$ cat config.mk
export PLATFORM = sky130hd
export DESIGN_NAME = bci_ctrl
export DESIGN_NICKNAME = d
export VERILOG_FILES = /design/src/hdl/bci_pkg.sv /design/src/hdl/bci_ctrl.sv
export VERILOG_INCLUDE_DIRS = /design/src /design/src/hdl
export SDC_FILE = /design/constraint.sdc
export NUM_CORES = 1
export LEC_CHECK = 0
export BUFFER_PORTS_ARGS = -buffer_cell sky130_fd_sc_hd__buf_2
export CELL_PAD_IN_SITES_DETAIL_PLACEMENT = 1
export CELL_PAD_IN_SITES_GLOBAL_PLACEMENT = 1
export CORE_MARGIN = 2
export CORE_UTILIZATION = 41
export CTS_CLUSTER_SIZE = 12
export DETAILED_ROUTE_END_ITERATION = 12
export GPL_TIMING_DRIVEN = 0
export HOLD_SLACK_MARGIN = 0.12
export PLACE_DENSITY = 0.8
export RECOVER_POWER = 100
export SLEW_MARGIN = 10
export SYNTH_ARGS = -nofsm -noshare
export SYNTH_HDL_FRONTEND = slang
export SYNTH_SLANG_ARGS = --single-unit
$ cat constraint.sdc
create_clock -name i_clk -period 3.07 [get_ports i_clk]
set_clock_uncertainty 0.15 [all_clocks]
set_input_delay 0.307 -clock i_clk [delete_from_list [all_inputs] [get_ports i_clk]]
set_output_delay 0.307 -clock i_clk [all_outputs]
set_load 0.02 [all_outputs]
$ cat src/hdl/assert_macros.svh
// Assertion macros used by the checked module, bci_ctrl.
`ifndef ASSERT_MACROS_SVH
`define ASSERT_MACROS_SVH

// Same-cycle implication, disabled while reset is asserted.
`define BCI_ASSERT_IMPL(lbl, clk, rst_n, ante, cons, msg) \
    lbl: assert property (@(posedge clk) disable iff (!rst_n) (ante) |-> (cons)) else $error(msg);

// Next-cycle implication, disabled while reset is asserted.
`define BCI_ASSERT_NEXT(lbl, clk, rst_n, ante, cons, msg) \
    lbl: assert property (@(posedge clk) disable iff (!rst_n) (ante) |=> (cons)) else $error(msg);

`endif

$ cat src/hdl/bci_pkg.sv
package bci_pkg;

    localparam int MAX_WIDTH_DEF  = 256;
    localparam int MAX_HEIGHT_DEF = 256;
    localparam int TAPS           = 4;

    localparam int SAMPLE_W  = 32;
    localparam int POS_W     = 25;
    localparam int CFG_W     = 9;
    localparam int CFG_IDX_W = 2;

    localparam logic [CFG_IDX_W-1:0] CFG_GRID_WIDTH  = 2'd0;
    localparam logic [CFG_IDX_W-1:0] CFG_GRID_HEIGHT = 2'd1;

    // Datapath widths.
    localparam int S_W    = 17;  // fraction 0 .. 1.0 in Q0.16 plus the integer bit
    localparam int S2_W   = 33;
    localparam int S3_W   = 49;
    localparam int KW_W   = 54;  // kernel polynomial before rounding
    localparam int C_W    = 38;  // neighbourhood value incl. extrapolated corners
    localparam int WT_W   = 20;  // Q4.16 weight, multiplier B operand
    localparam int MA_W   = 45;  // multiplier A operand
    localparam int P_W    = MA_W + WT_W;
    localparam int RS_W   = 61;  // row sum
    localparam int ACC_W  = 67;  // final accumulator
    localparam int FRAC_W = 16;

    typedef enum logic [2:0] {
        MOP_NONE,
        MOP_SQX,
        MOP_SQY,
        MOP_CUX,
        MOP_CUY,
        MOP_CW0,
        MOP_CW,
        MOP_HW
    } t_mop;

    typedef struct packed {
        logic       wr;
        logic       load;
        logic       rd_en;
        logic [3:0] rd_slot;
        t_mop       mop;
        logic [1:0] mm;
        logic [1:0] mn;
        logic       ext_col;
        logic       ext_row;
        logic       calc_w;
        logic       out_load;
    } t_cmd;

endpackage

$ cat src/hdl/bci_ctrl.sv
`include "assert_macros.svh"

module bci_ctrl (
    input  logic            i_clk,
    input  logic            i_rst_n,
    input  logic            i_valid,
    input  logic            i_req_type,
    input  logic            i_ready,
    output logic            o_ready,
    output logic            o_valid,
    output bci_pkg::t_cmd   o_cmd
);

    typedef enum logic [2:0] {
        S_IDLE,
        S_FETCH,
        S_EXTC,
        S_EXTR,
        S_MAC,
        S_DONE
    } t_state;

    typedef struct packed {
        bci_pkg::t_mop mop;
        logic [1:0]    m;
        logic [1:0]    n;
    } t_sched;

    t_state     r_state;
    logic [4:0] r_cnt;
    logic       r_out_valid;
    logic       accept;

    // Multiply schedule: row products and the weighted row sums are interleaved so
    // that each row sum is complete when its weighting multiply is issued.
    function automatic t_sched mac_sched(input logic [4:0] step);
        t_sched s;
        s = '{mop: bci_pkg::MOP_NONE, m: 2'd0, n: 2'd0};
        unique case (step)
            5'd0:  s = '{bci_pkg::MOP_CW0, 2'd0, 2'd0};
            5'd1:  s = '{bci_pkg::MOP_CW,  2'd0, 2'd1};
            5'd2:  s = '{bci_pkg::MOP_CW,  2'd0, 2'd2};
            5'd3:  s = '{bci_pkg::MOP_CW,  2'd0, 2'd3};
            5'd4:  s = '{bci_pkg::MOP_CW0, 2'd1, 2'd0};
            5'd5:  s = '{bci_pkg::MOP_HW,  2'd0, 2'd0};
            5'd6:  s = '{bci_pkg::MOP_CW,  2'd1, 2'd1};
            5'd7:  s = '{bci_pkg::MOP_CW,  2'd1, 2'd2};
            5'd8:  s = '{bci_pkg::MOP_CW,  2'd1, 2'd3};
            5'd9:  s = '{bci_pkg::MOP_CW0, 2'd2, 2'd0};
            5'd10: s = '{bci_pkg::MOP_HW,  2'd1, 2'd0};
            5'd11: s = '{bci_pkg::MOP_CW,  2'd2, 2'd1};
            5'd12: s = '{bci_pkg::MOP_CW,  2'd2, 2'd2};
            5'd13: s = '{bci_pkg::MOP_CW,  2'd2, 2'd3};
            5'd14: s = '{bci_pkg::MOP_CW0, 2'd3, 2'd0};
            5'd15: s = '{bci_pkg::MOP_HW,  2'd2, 2'd0};
            5'd16: s = '{bci_pkg::MOP_CW,  2'd3, 2'd1};
            5'd17: s = '{bci_pkg::MOP_CW,  2'd3, 2'd2};
            5'd18: s = '{bci_pkg::MOP_CW,  2'd3, 2'd3};
            5'd20: s = '{bci_pkg::MOP_HW,  2'd3, 2'd0};
            default: s = '{bci_pkg::MOP_NONE, 2'd0, 2'd0};
        endcase
        return s;
    endfunction

    assign o_ready = (r_state == S_IDLE);
    assign o_valid = r_out_valid;
    assign accept  = i_valid && o_ready;

    always_comb begin
        t_sched s;
        s     = mac_sched(r_cnt);
        o_cmd = '0;
        o_cmd.mop  = bci_pkg::MOP_NONE;
        o_cmd.wr   = accept && !i_req_type;
        o_cmd.load = accept && i_req_type;
        unique case (r_state)
            S_IDLE: begin
            end
            S_FETCH: begin
                o_cmd.rd_en   = (r_cnt < 5'd16);
                o_cmd.rd_slot = r_cnt[3:0];
                unique case (r_cnt)
                    5'd0:    o_cmd.mop = bci_pkg::MOP_SQX;
                    5'd1:    o_cmd.mop = bci_pkg::MOP_SQY;
                    5'd2:    o_cmd.mop = bci_pkg::MOP_CUX;
                    5'd3:    o_cmd.mop = bci_pkg::MOP_CUY;
                    default: o_cmd.mop = bci_pkg::MOP_NONE;
                endcase
            end
            S_EXTC: begin
                o_cmd.ext_col = 1'b1;
                o_cmd.calc_w  = 1'b1;
            end
            S_EXTR: begin
                o_cmd.ext_row = 1'b1;
            end
            S_MAC: begin
                o_cmd.mop = s.mop;
                o_cmd.mm  = s.m;
                o_cmd.mn  = s.n;
            end
            S_DONE: begin
                o_cmd.out_load = !r_out_valid || i_ready;
            end
            default: begin
            end
        endcase
    end

    always_ff @(posedge i_clk) begin
        if (!i_rst_n) begin
            r_state     <= S_IDLE;
            r_cnt       <= '0;
            r_out_valid <= 1'b0;
        end else begin
            if (o_cmd.out_load) begin
                r_out_valid <= 1'b1;
            end else if (i_ready) begin
                r_out_valid <= 1'b0;
            end
            unique case (r_state)
                S_IDLE: begin
                    if (o_cmd.load) begin
                        r_state <= S_FETCH;
                        r_cnt   <= '0;
                    end
                end
                S_FETCH: begin
                    if (r_cnt == 5'd16) begin
                        r_state <= S_EXTC;
                    end else begin
                        r_cnt <= r_cnt + 5'd1;
                    end
                end
                S_EXTC: begin
                    r_state <= S_EXTR;
                end
                S_EXTR: begin
                    r_state <= S_MAC;
                    r_cnt   <= '0;
                end
                S_MAC: begin
                    if (r_cnt == 5'd21) begin
                        r_state <= S_DONE;
                    end else begin
                        r_cnt <= r_cnt + 5'd1;
                    end
                end
                S_DONE: begin
                    if (o_cmd.out_load) begin
                        r_state <= S_IDLE;
                    end
                end
                default: begin
                    r_state <= S_IDLE;
                end
            endcase
        end
    end

    `BCI_ASSERT_NEXT(a_query_starts_fetch, i_clk, i_rst_n, (accept && i_req_type), (r_state == S_FETCH && r_cnt == 5'd0), "query did not start the fetch")
    `BCI_ASSERT_NEXT(a_mac_ends_done, i_clk, i_rst_n, (r_state == S_MAC && r_cnt == 5'd21), (r_state == S_DONE), "multiply schedule overran")
    `BCI_ASSERT_NEXT(a_done_free_out, i_clk, i_rst_n, (r_state == S_DONE && !r_out_valid), (r_out_valid && r_state == S_IDLE), "free output register not loaded")

endmodule

* Yosys cells after proc, flatten, opt, wreduce, memory -nomap -nowiden *
Memories as Yosys holds them, arrays and structs flattened. A register that Yosys moved wholly into a read port is not among the register bits.
Cells that the tools add are included.

storage, ports and cells
  memory bits (read-only) = 224
  input port bits = 5
  output and inout bits = 20
  memories = 1
  logic and storage cells = 54
  bits in registers = 9

cells by class
  add/subtract/negate cells = 1
  reduce and logical (&&, ||, !) cells = 12
  equality and inequality tests = 16
  muxes and demuxes = 20
  $lt $le $gt $ge = 1

memory list
  name              depth  bits a word  rd ports  clocked after memory_dff  write ports  line            text
  (name not given)  32     7            1         1                         0            bci_ctrl.sv:39  unique case (step)

operators with widths
  kind                 number
  $mux 5               6
  $pmux 5 s4           1
  $pmux 3 s6           1
  $mux 3               4
  $pmux 3 s4           1
  $eq 5x2->1 const B   2
  $eq 5x5->1 const B   2
  $ne 2x2->1 const B   5
  $reduce_and 4->1     2
  $eq 3x2->1 const B   2
  $eq 3x3->1 const B   2
  $pmux 3 s2           1
  $add 5x1->5 const B  1
  $eq 5x1->1 const B   1
  $logic_not 5->1      1
  $lt 5x5->1 const B   1
  $mux 1               5
  $mux 4               1
  $reduce_bool 4->1    1
  $eq 3x1->1 const B   1
  $logic_and 1x1->1    3
  $logic_not 3->1      1
  $logic_not 1->1      2
  $ne 2x1->1 const B   1
  2 further kinds      2

* Longest topological paths before layout *
Gate-level depths: netlist of the first run.

  depth in word-level cells = 7
  mapped depth = 12
  mapped depth without buffers = 11

* Worst setup path before layout of the first run *
Ideal clock, no wire load.

  path kind = register to register
  from = register r_state[1]
  to = register (tool-made name)
  cell stages (with the launch flop) = 12
  path buffers = 2
  arrival = 2.491 ns
  data required time = 2.850 ns
  setup slack = 0.358 ns
  clock period less this slack = 2.712 ns
  library setup time = 0.070 ns
  cells stage by stage = dfxtp_1 -> clkbuf_2 -> nor3_2 -> a32oi_2 -> and3_1 -> buf_6 -> mux2_2 -> inv_1 -> ha_1 -> nor2_1 -> a311oi_2 -> o21bai_1

RTL lines
  item                    line             text
  from (decl)             bci_ctrl.sv:29   t_state r_state;
  from (signal assigned)  bci_ctrl.sv:112  r_state <= S_IDLE;
  from (signal assigned)  bci_ctrl.sv:124  r_state <= S_FETCH;
  from (signal assigned)  bci_ctrl.sv:130  r_state <= S_EXTC;

==> run metrics, run 1 <==
Port Buf Inserts=24; Yosys reg bits=16; post-synthesis net count=172; top cell type's share of synthesized area=a little under a quarter; final setup fails=0; I/O pins=25; sequential area share after synthesis=23.6%; WL/cell=16.3 um; root buffer cell=clkbuf_4; top_reg_cell synth=dfxtp_1; Synth Area in Compound Gates=22.9%; drt pass-1 iters=4; first-pass GRT wire length=between 5000 and 6000 um; largest net degree at the start of global routing=11; Synth top cells by count=dfxtp_1 (16), nor2_1 (12), ha_1 (11); placed cell count=~220; clk slew on worst S/H paths=0.11 ns; Fin. Hold Viols=0; status=finished, final reports clean; GR Layer Usage met1=30.2%; setup slack after layout=approximately 0.14 ns; pre-CTS setup slack=-0.0694 ns; drt total wl=3760 um; post-synthesis async set-or-reset flop share=0%; worst relative slew slack=just under 70%; crit path max fanout=7; Max Freq=342 MHz; Worst Setup End Kind=register; Initial Util=43.8%; Final Cycle Share=about 95%; power density over the cells=291 mW/mm2; max-cap viol count=0; Netlist cell types=57; EDFF count, synth=0; GRT busiest layer=met2; grt total ovfl=0; Core Footprint=0.00310 mm2; main combinational cell family by area after synthesis=simple AND/OR/NAND/NOR gates; Slew @ Worst Pin=0.480 ns; die height=61.6 um; RSZ-0062 raised after global routing=false; xor/xnor share of the synthesized area=~1.3%; min Tclk post-route=2.93 ns; Clock Latency Late Sink=about 0.29 ns; mux cell area share after synthesis=5.52%; Die Width=61.6 um; number of global-route vias before repair=1197; adder-cell share of the synthesized area=about a tenth; Ant. Diodes=0; CTS Sinks=16; initial antenna violation count=0; CTS tree=yes; Max Slew Vio Count=0; drt drc=0; Max clock buf depth=2; layout cell share with drive strength beyond 1=27.4%; Final GP Congestion=0.831; Die ar.=0.00379 mm2; VDD IR max=0.000117 V; hpwl dp=between 2000 and 3000 um; gr usage total=roughly a fifth; Num CTS Buffers=3; Vias/cell=5.41; Ys Warns=0; Synth area leader=dfxtp_1; HP Class=primary input to register; H-tree levels=1; Post-Syn Area=about 0.0014 mm2; Final nets=203; GR Util met2=32.0%; synthesized instance count=156; critical path type=register to register; area delta synth->final=16.8%; mean area per synthesized cell=8.72 um2; Post-Layout Cell Count=230; Synth Area in Simple Gates=29.6%; row cnt=20; Worst Path Required=roughly 3.1 ns; DRT iter0 DRCs=46; most area-consuming cells after synthesis=dfxtp_1 (24%), ha_1 (10%), nor2_1 (3.3%), and2_2 (2.8%), nand2_1 (2.8%); count leader, synth=dfxtp_1; CP Launch Type=register; worst endpoint data arrival time=around 3 ns; setup_tns=0 ns; GR Layer Usage met3=about 2.5%; vias post-DR=1244; LEAKAGE=0.621 nW; Final ANT Viol Nets=0
kinds of logic after synthesis:
logic type | after synthesis
compound gates | 37
xor+xnor | 2
fa+ha+maj | 11
buf+inv | 18
flops | 16
mux | 7
simple gates | 65
cell type report:
| type | count | area, um2 |
|---|---|---|
| Buffer | 9 | 58.8 |
| Clock buffer | 4 | 36.3 |
| Fill cell | 419 | 1510 |
| Inverter | 9 | 33.8 |
| Multi-Input combinational cell | 122 | 970 |
| Sequential cell | 16 | 322 |
| Tap cell | 44 | 55.1 |
| Timing Repair Buffer | 26 | 114 |
stage by stage:
stage | util (%) | hold slack (ns) | power, W | area (um2)
2_1_floorplan | - | 0.279 | 0.000289 | 1360
3_3_place_gp | 49.5 | 0.422 | 0.000311 | 1540
3_5_place_dp | 49.5 | 0.449 | 0.000315 | 1540
4_1_cts | 50.9 | 0.205 | 0.000463 | 1580
5_1_grt | 51.2 | 0.210 | 0.000486 | 1590
6_report | 51.2 | 0.210 | 0.000463 | 1590
what timing repair did:
item | CTS | global route
hold buffers | 0 | 0
setup buffers | 1 | 1
endpoints found under the setup margin | 4 | 4
pin swaps | 2 | 3
resized for setup | 0 | 7
layer usage:
layer,vias up,wire (um)
li1,617,-
met1,605,1900
met2,20,1740
met3,2,95
met4,0,19
met5,-,0
placed cells by master, fill, tap and decap left out, types with 3 or more instances in the layout:
cell type and instances:
nor2b_1 3, clkbuf_4 3, and2_0 4, dfxtp_1 15
ha_1 10, clkbuf_1 18, nand2_1 10, nor4_1 3
and2_2 5, buf_2 12, nor3_1 6, nor2_1 12
a21oi_1 5, mux2i_1 3, o21ai_0 8, inv_2 4
nand3_1 3, inv_1 5, nor3b_1 4, buf_4 3
report_power, final:
group | switching, W | internal [W]
Combinational | 0.0000575 | 0.0000401
Sequential | 0.00000341 | 0.000214
Clock | 0.0000761 | 0.0000721
critical path: stages, from the launching register on:
cell and delay (ns):
dfxtp_1 0.33, clkbuf_1 0.37, and4bb_1 0.30, a32oi_2 0.26, inv_1 0.13, mux2_4 0.33
inv_1 0.18, ha_4 0.20, nor2_1 0.06, a311oi_2 0.25, buf_4 0.17, o21bai_1 0.11
final timing paths:
path	startpoint	endpoint	slack, ns	cells after the start
hold / removal	i_rst_n	r_state[0]$_SDFFE_PN0P_	0.21	2
setup / recovery	r_state[1]$_SDFFE_PN0P_	register	0.14	11
setup reg to reg	r_state[1]$_SDFFE_PN0P_	register	0.14	11
hold reg to reg	r_cnt[1]$_SDFFE_PN0N_	r_cnt[1]$_SDFFE_PN0N_	0.43	1
Note: power is estimated with default switching activity, not from simulation.
==> run 2: changes to the inputs <==
Settings changed: CELL_PAD_IN_SITES_DETAIL_PLACEMENT 1 to default, CELL_PAD_IN_SITES_GLOBAL_PLACEMENT 1 to default, CORE_UTILIZATION 41 to 55.
==> run metrics, run 2 (synthesis results as in run 1) <==
status=finished, final reports clean (unchanged); Ant. Diodes=0 (unchanged); Die Width=53.7 um (was 61.6 um); clk slew on worst S/H paths=0.11 ns (about the same); WL/cell=14.8 um (was 16.3 um); power density over the cells=292 mW/mm2 (was 291 mW/mm2); WHS=0.187 ns (was 0.210 ns); fill count=204 (was 419); vias post-DR=1266 (was 1244); HP Class=primary input to register (unchanged); initial antenna violation count=0 (unchanged); area delta synth->final=17.1% (was 16.8%); Fin. Hold Viols=0 (unchanged); Worst Setup End Kind=register (unchanged); die height=53.7 um (was 61.6 um); max-cap viol count=0 (unchanged); final setup fails=0 (unchanged); VDD IR max=0.000253 V (was 0.000117 V); Clock Latency Late Sink=0.31 ns (was 0.29 ns); Final Cycle Share=95.9% (was 95.3%); drt total wl=3210 um (was 3760 um); crit path max fanout=7 (unchanged); Util after Layout=66.1% (was 51.2%); Initial Util=56.4% (was 43.8%); number of global-route vias before repair=1140 (was 1197); drt pass-1 iters=6 (was 4); first-pass GRT wire length=5040 um (was 5800 um); critical path type=register to register (unchanged); Crit. Startpoint=r_state[1]$_SDFFE_PN0P_ (unchanged); layout cell share with drive strength beyond 1=35.8% (was 27.4%); Final GP Congestion=0.842 (was 0.831); commonest cells after routing, fill and taps aside=buf_2 (26), dfxtp_1 (14), nor2_1 (12) (was clkbuf_1 (18), dfxtp_1 (15), buf_2 (12), nor2_1 (12)); drt drc=0 (unchanged); CTS tree=yes (unchanged); Slew @ Worst Pin=0.461 ns (was 0.480 ns); hpwl dp=2420 um (was 2840 um); Num CTS Buffers=3 (unchanged); Die ar.=0.00289 mm2 (was 0.00379 mm2); grt total ovfl=0 (unchanged); gr usage total=23.8% (was 20.5%); row cnt=18 (was 20); Core Footprint=0.00241 mm2 (was 0.00310 mm2); Max clock buf depth=2 (unchanged); Worst Path Required=3.15 ns (was 3.14 ns); Hold Buf Count CTS=0 (unchanged); I/O pins=25 (unchanged); Final ANT Viol Nets=0 (unchanged); Port Buf Inserts=24 (unchanged); H-tree levels=1 (unchanged); CTS Sinks=16 (unchanged); worst relative slew slack=69.3% (was 67.8%); Vias/cell=5.83 (was 5.41); worst endpoint data arrival time=3.03 ns (was 3.00 ns); Max Freq=340 MHz (was 342 MHz); Final nets=204 (was 203); worst r2r src=r_state[1]$_SDFFE_PN0P_ (unchanged); largest net degree at the start of global routing=11 (unchanged); DRT iter0 DRCs=45 (was 46); root buffer cell=clkbuf_4 (unchanged); min Tclk post-route=2.95 ns (was 2.93 ns); LEAKAGE=0.688 nW (was 0.621 nW); Max Slew Vio Count=0 (unchanged); Hold Startpoint=i_rst_n (unchanged); CP Launch Type=register (unchanged); commonest non-fill, non-tap cell in the layout=buf_2 (was clkbuf_1)
-- run 2: layout make-up --
class / count / area (um2) / area share [%]
multi-input combinational: 122 / 961 / 60.3
sequential: 16 / 323 / 20.3
timing repair buffer: 27 / 141 / 8.88
buffer: 9 / 60.1 / 3.77
tap: 30 / 37.5 / 2.36
clock buffer: 4 / 36.3 / 2.28
inverter: 9 / 33.8 / 2.12
-- run 2: power by group --
part / switching (W) / internal (W)
Sequential: 0.00000375 / 0.000214
Combinational: 0.0000569 / 0.0000410
Clock: 0.0000767 / 0.0000725
Total: 0.000137 / 0.000328
-- run 2: worst paths after layout --
kind,depth (start not counted),slack (ns),end
worst max register to register,10,0.12,register
worst min register to register,1,0.44,r_cnt[1]$_SDFFE_PN0N_
worst max-delay path,10,0.12,register
worst min-delay path,2,0.19,r_state[2]$_SDFFE_PN0P_
-- run 2: stage by stage --
| stage | TNS [ns] | instances | total power [W] | area, um2 | worst slack (ns) |
|---|---|---|---|---|---|
| global route | -0.0249 | 217 | 0.000481 | 1590 | -0.0249 |
| detailed placement | 0 | 210 | 0.000313 | 1520 | 0.0150 |
| global placement | 0 | 210 | 0.000311 | 1520 | 0.0880 |
| finish | 0 | 217 | 0.000465 | 1590 | 0.125 |
| CTS | 0 | 214 | 0.000460 | 1550 | 0.0213 |
| floorplan | 0 | 156 | 0.000289 | 1360 | 0.358 |
-- run 2: critical path: stages, from the launching register on --
cell and delay [ns]:
dfxtp_1 0.33, clkbuf_1 0.36, and4bb_1 0.28, a32oi_2 0.21, inv_1 0.12, mux2_2 0.37
inv_1 0.19, ha_4 0.20, nor2_1 0.06, a311oi_2 0.40, a311o_1 0.21
-- run 2: layer usage --
layer / part of all wire, % / vias up / GRT usage [%]
met4: 2.7 / 0 / 12.8
met1: 44 / 584 / 28.0
met2: 49 / 48 / 41.1
met5: 0 / - / 0
li1: - / 624 / -
met3: 4.1 / 10 / 3.61
-- run 2: timing repair --
item                       in CTS  in global routing
pin swaps                       1                  5
setup endpoints to repair       2                  4
resized for setup               0                  6
buffers inserted                0                  3
gates cloned                    0                  0
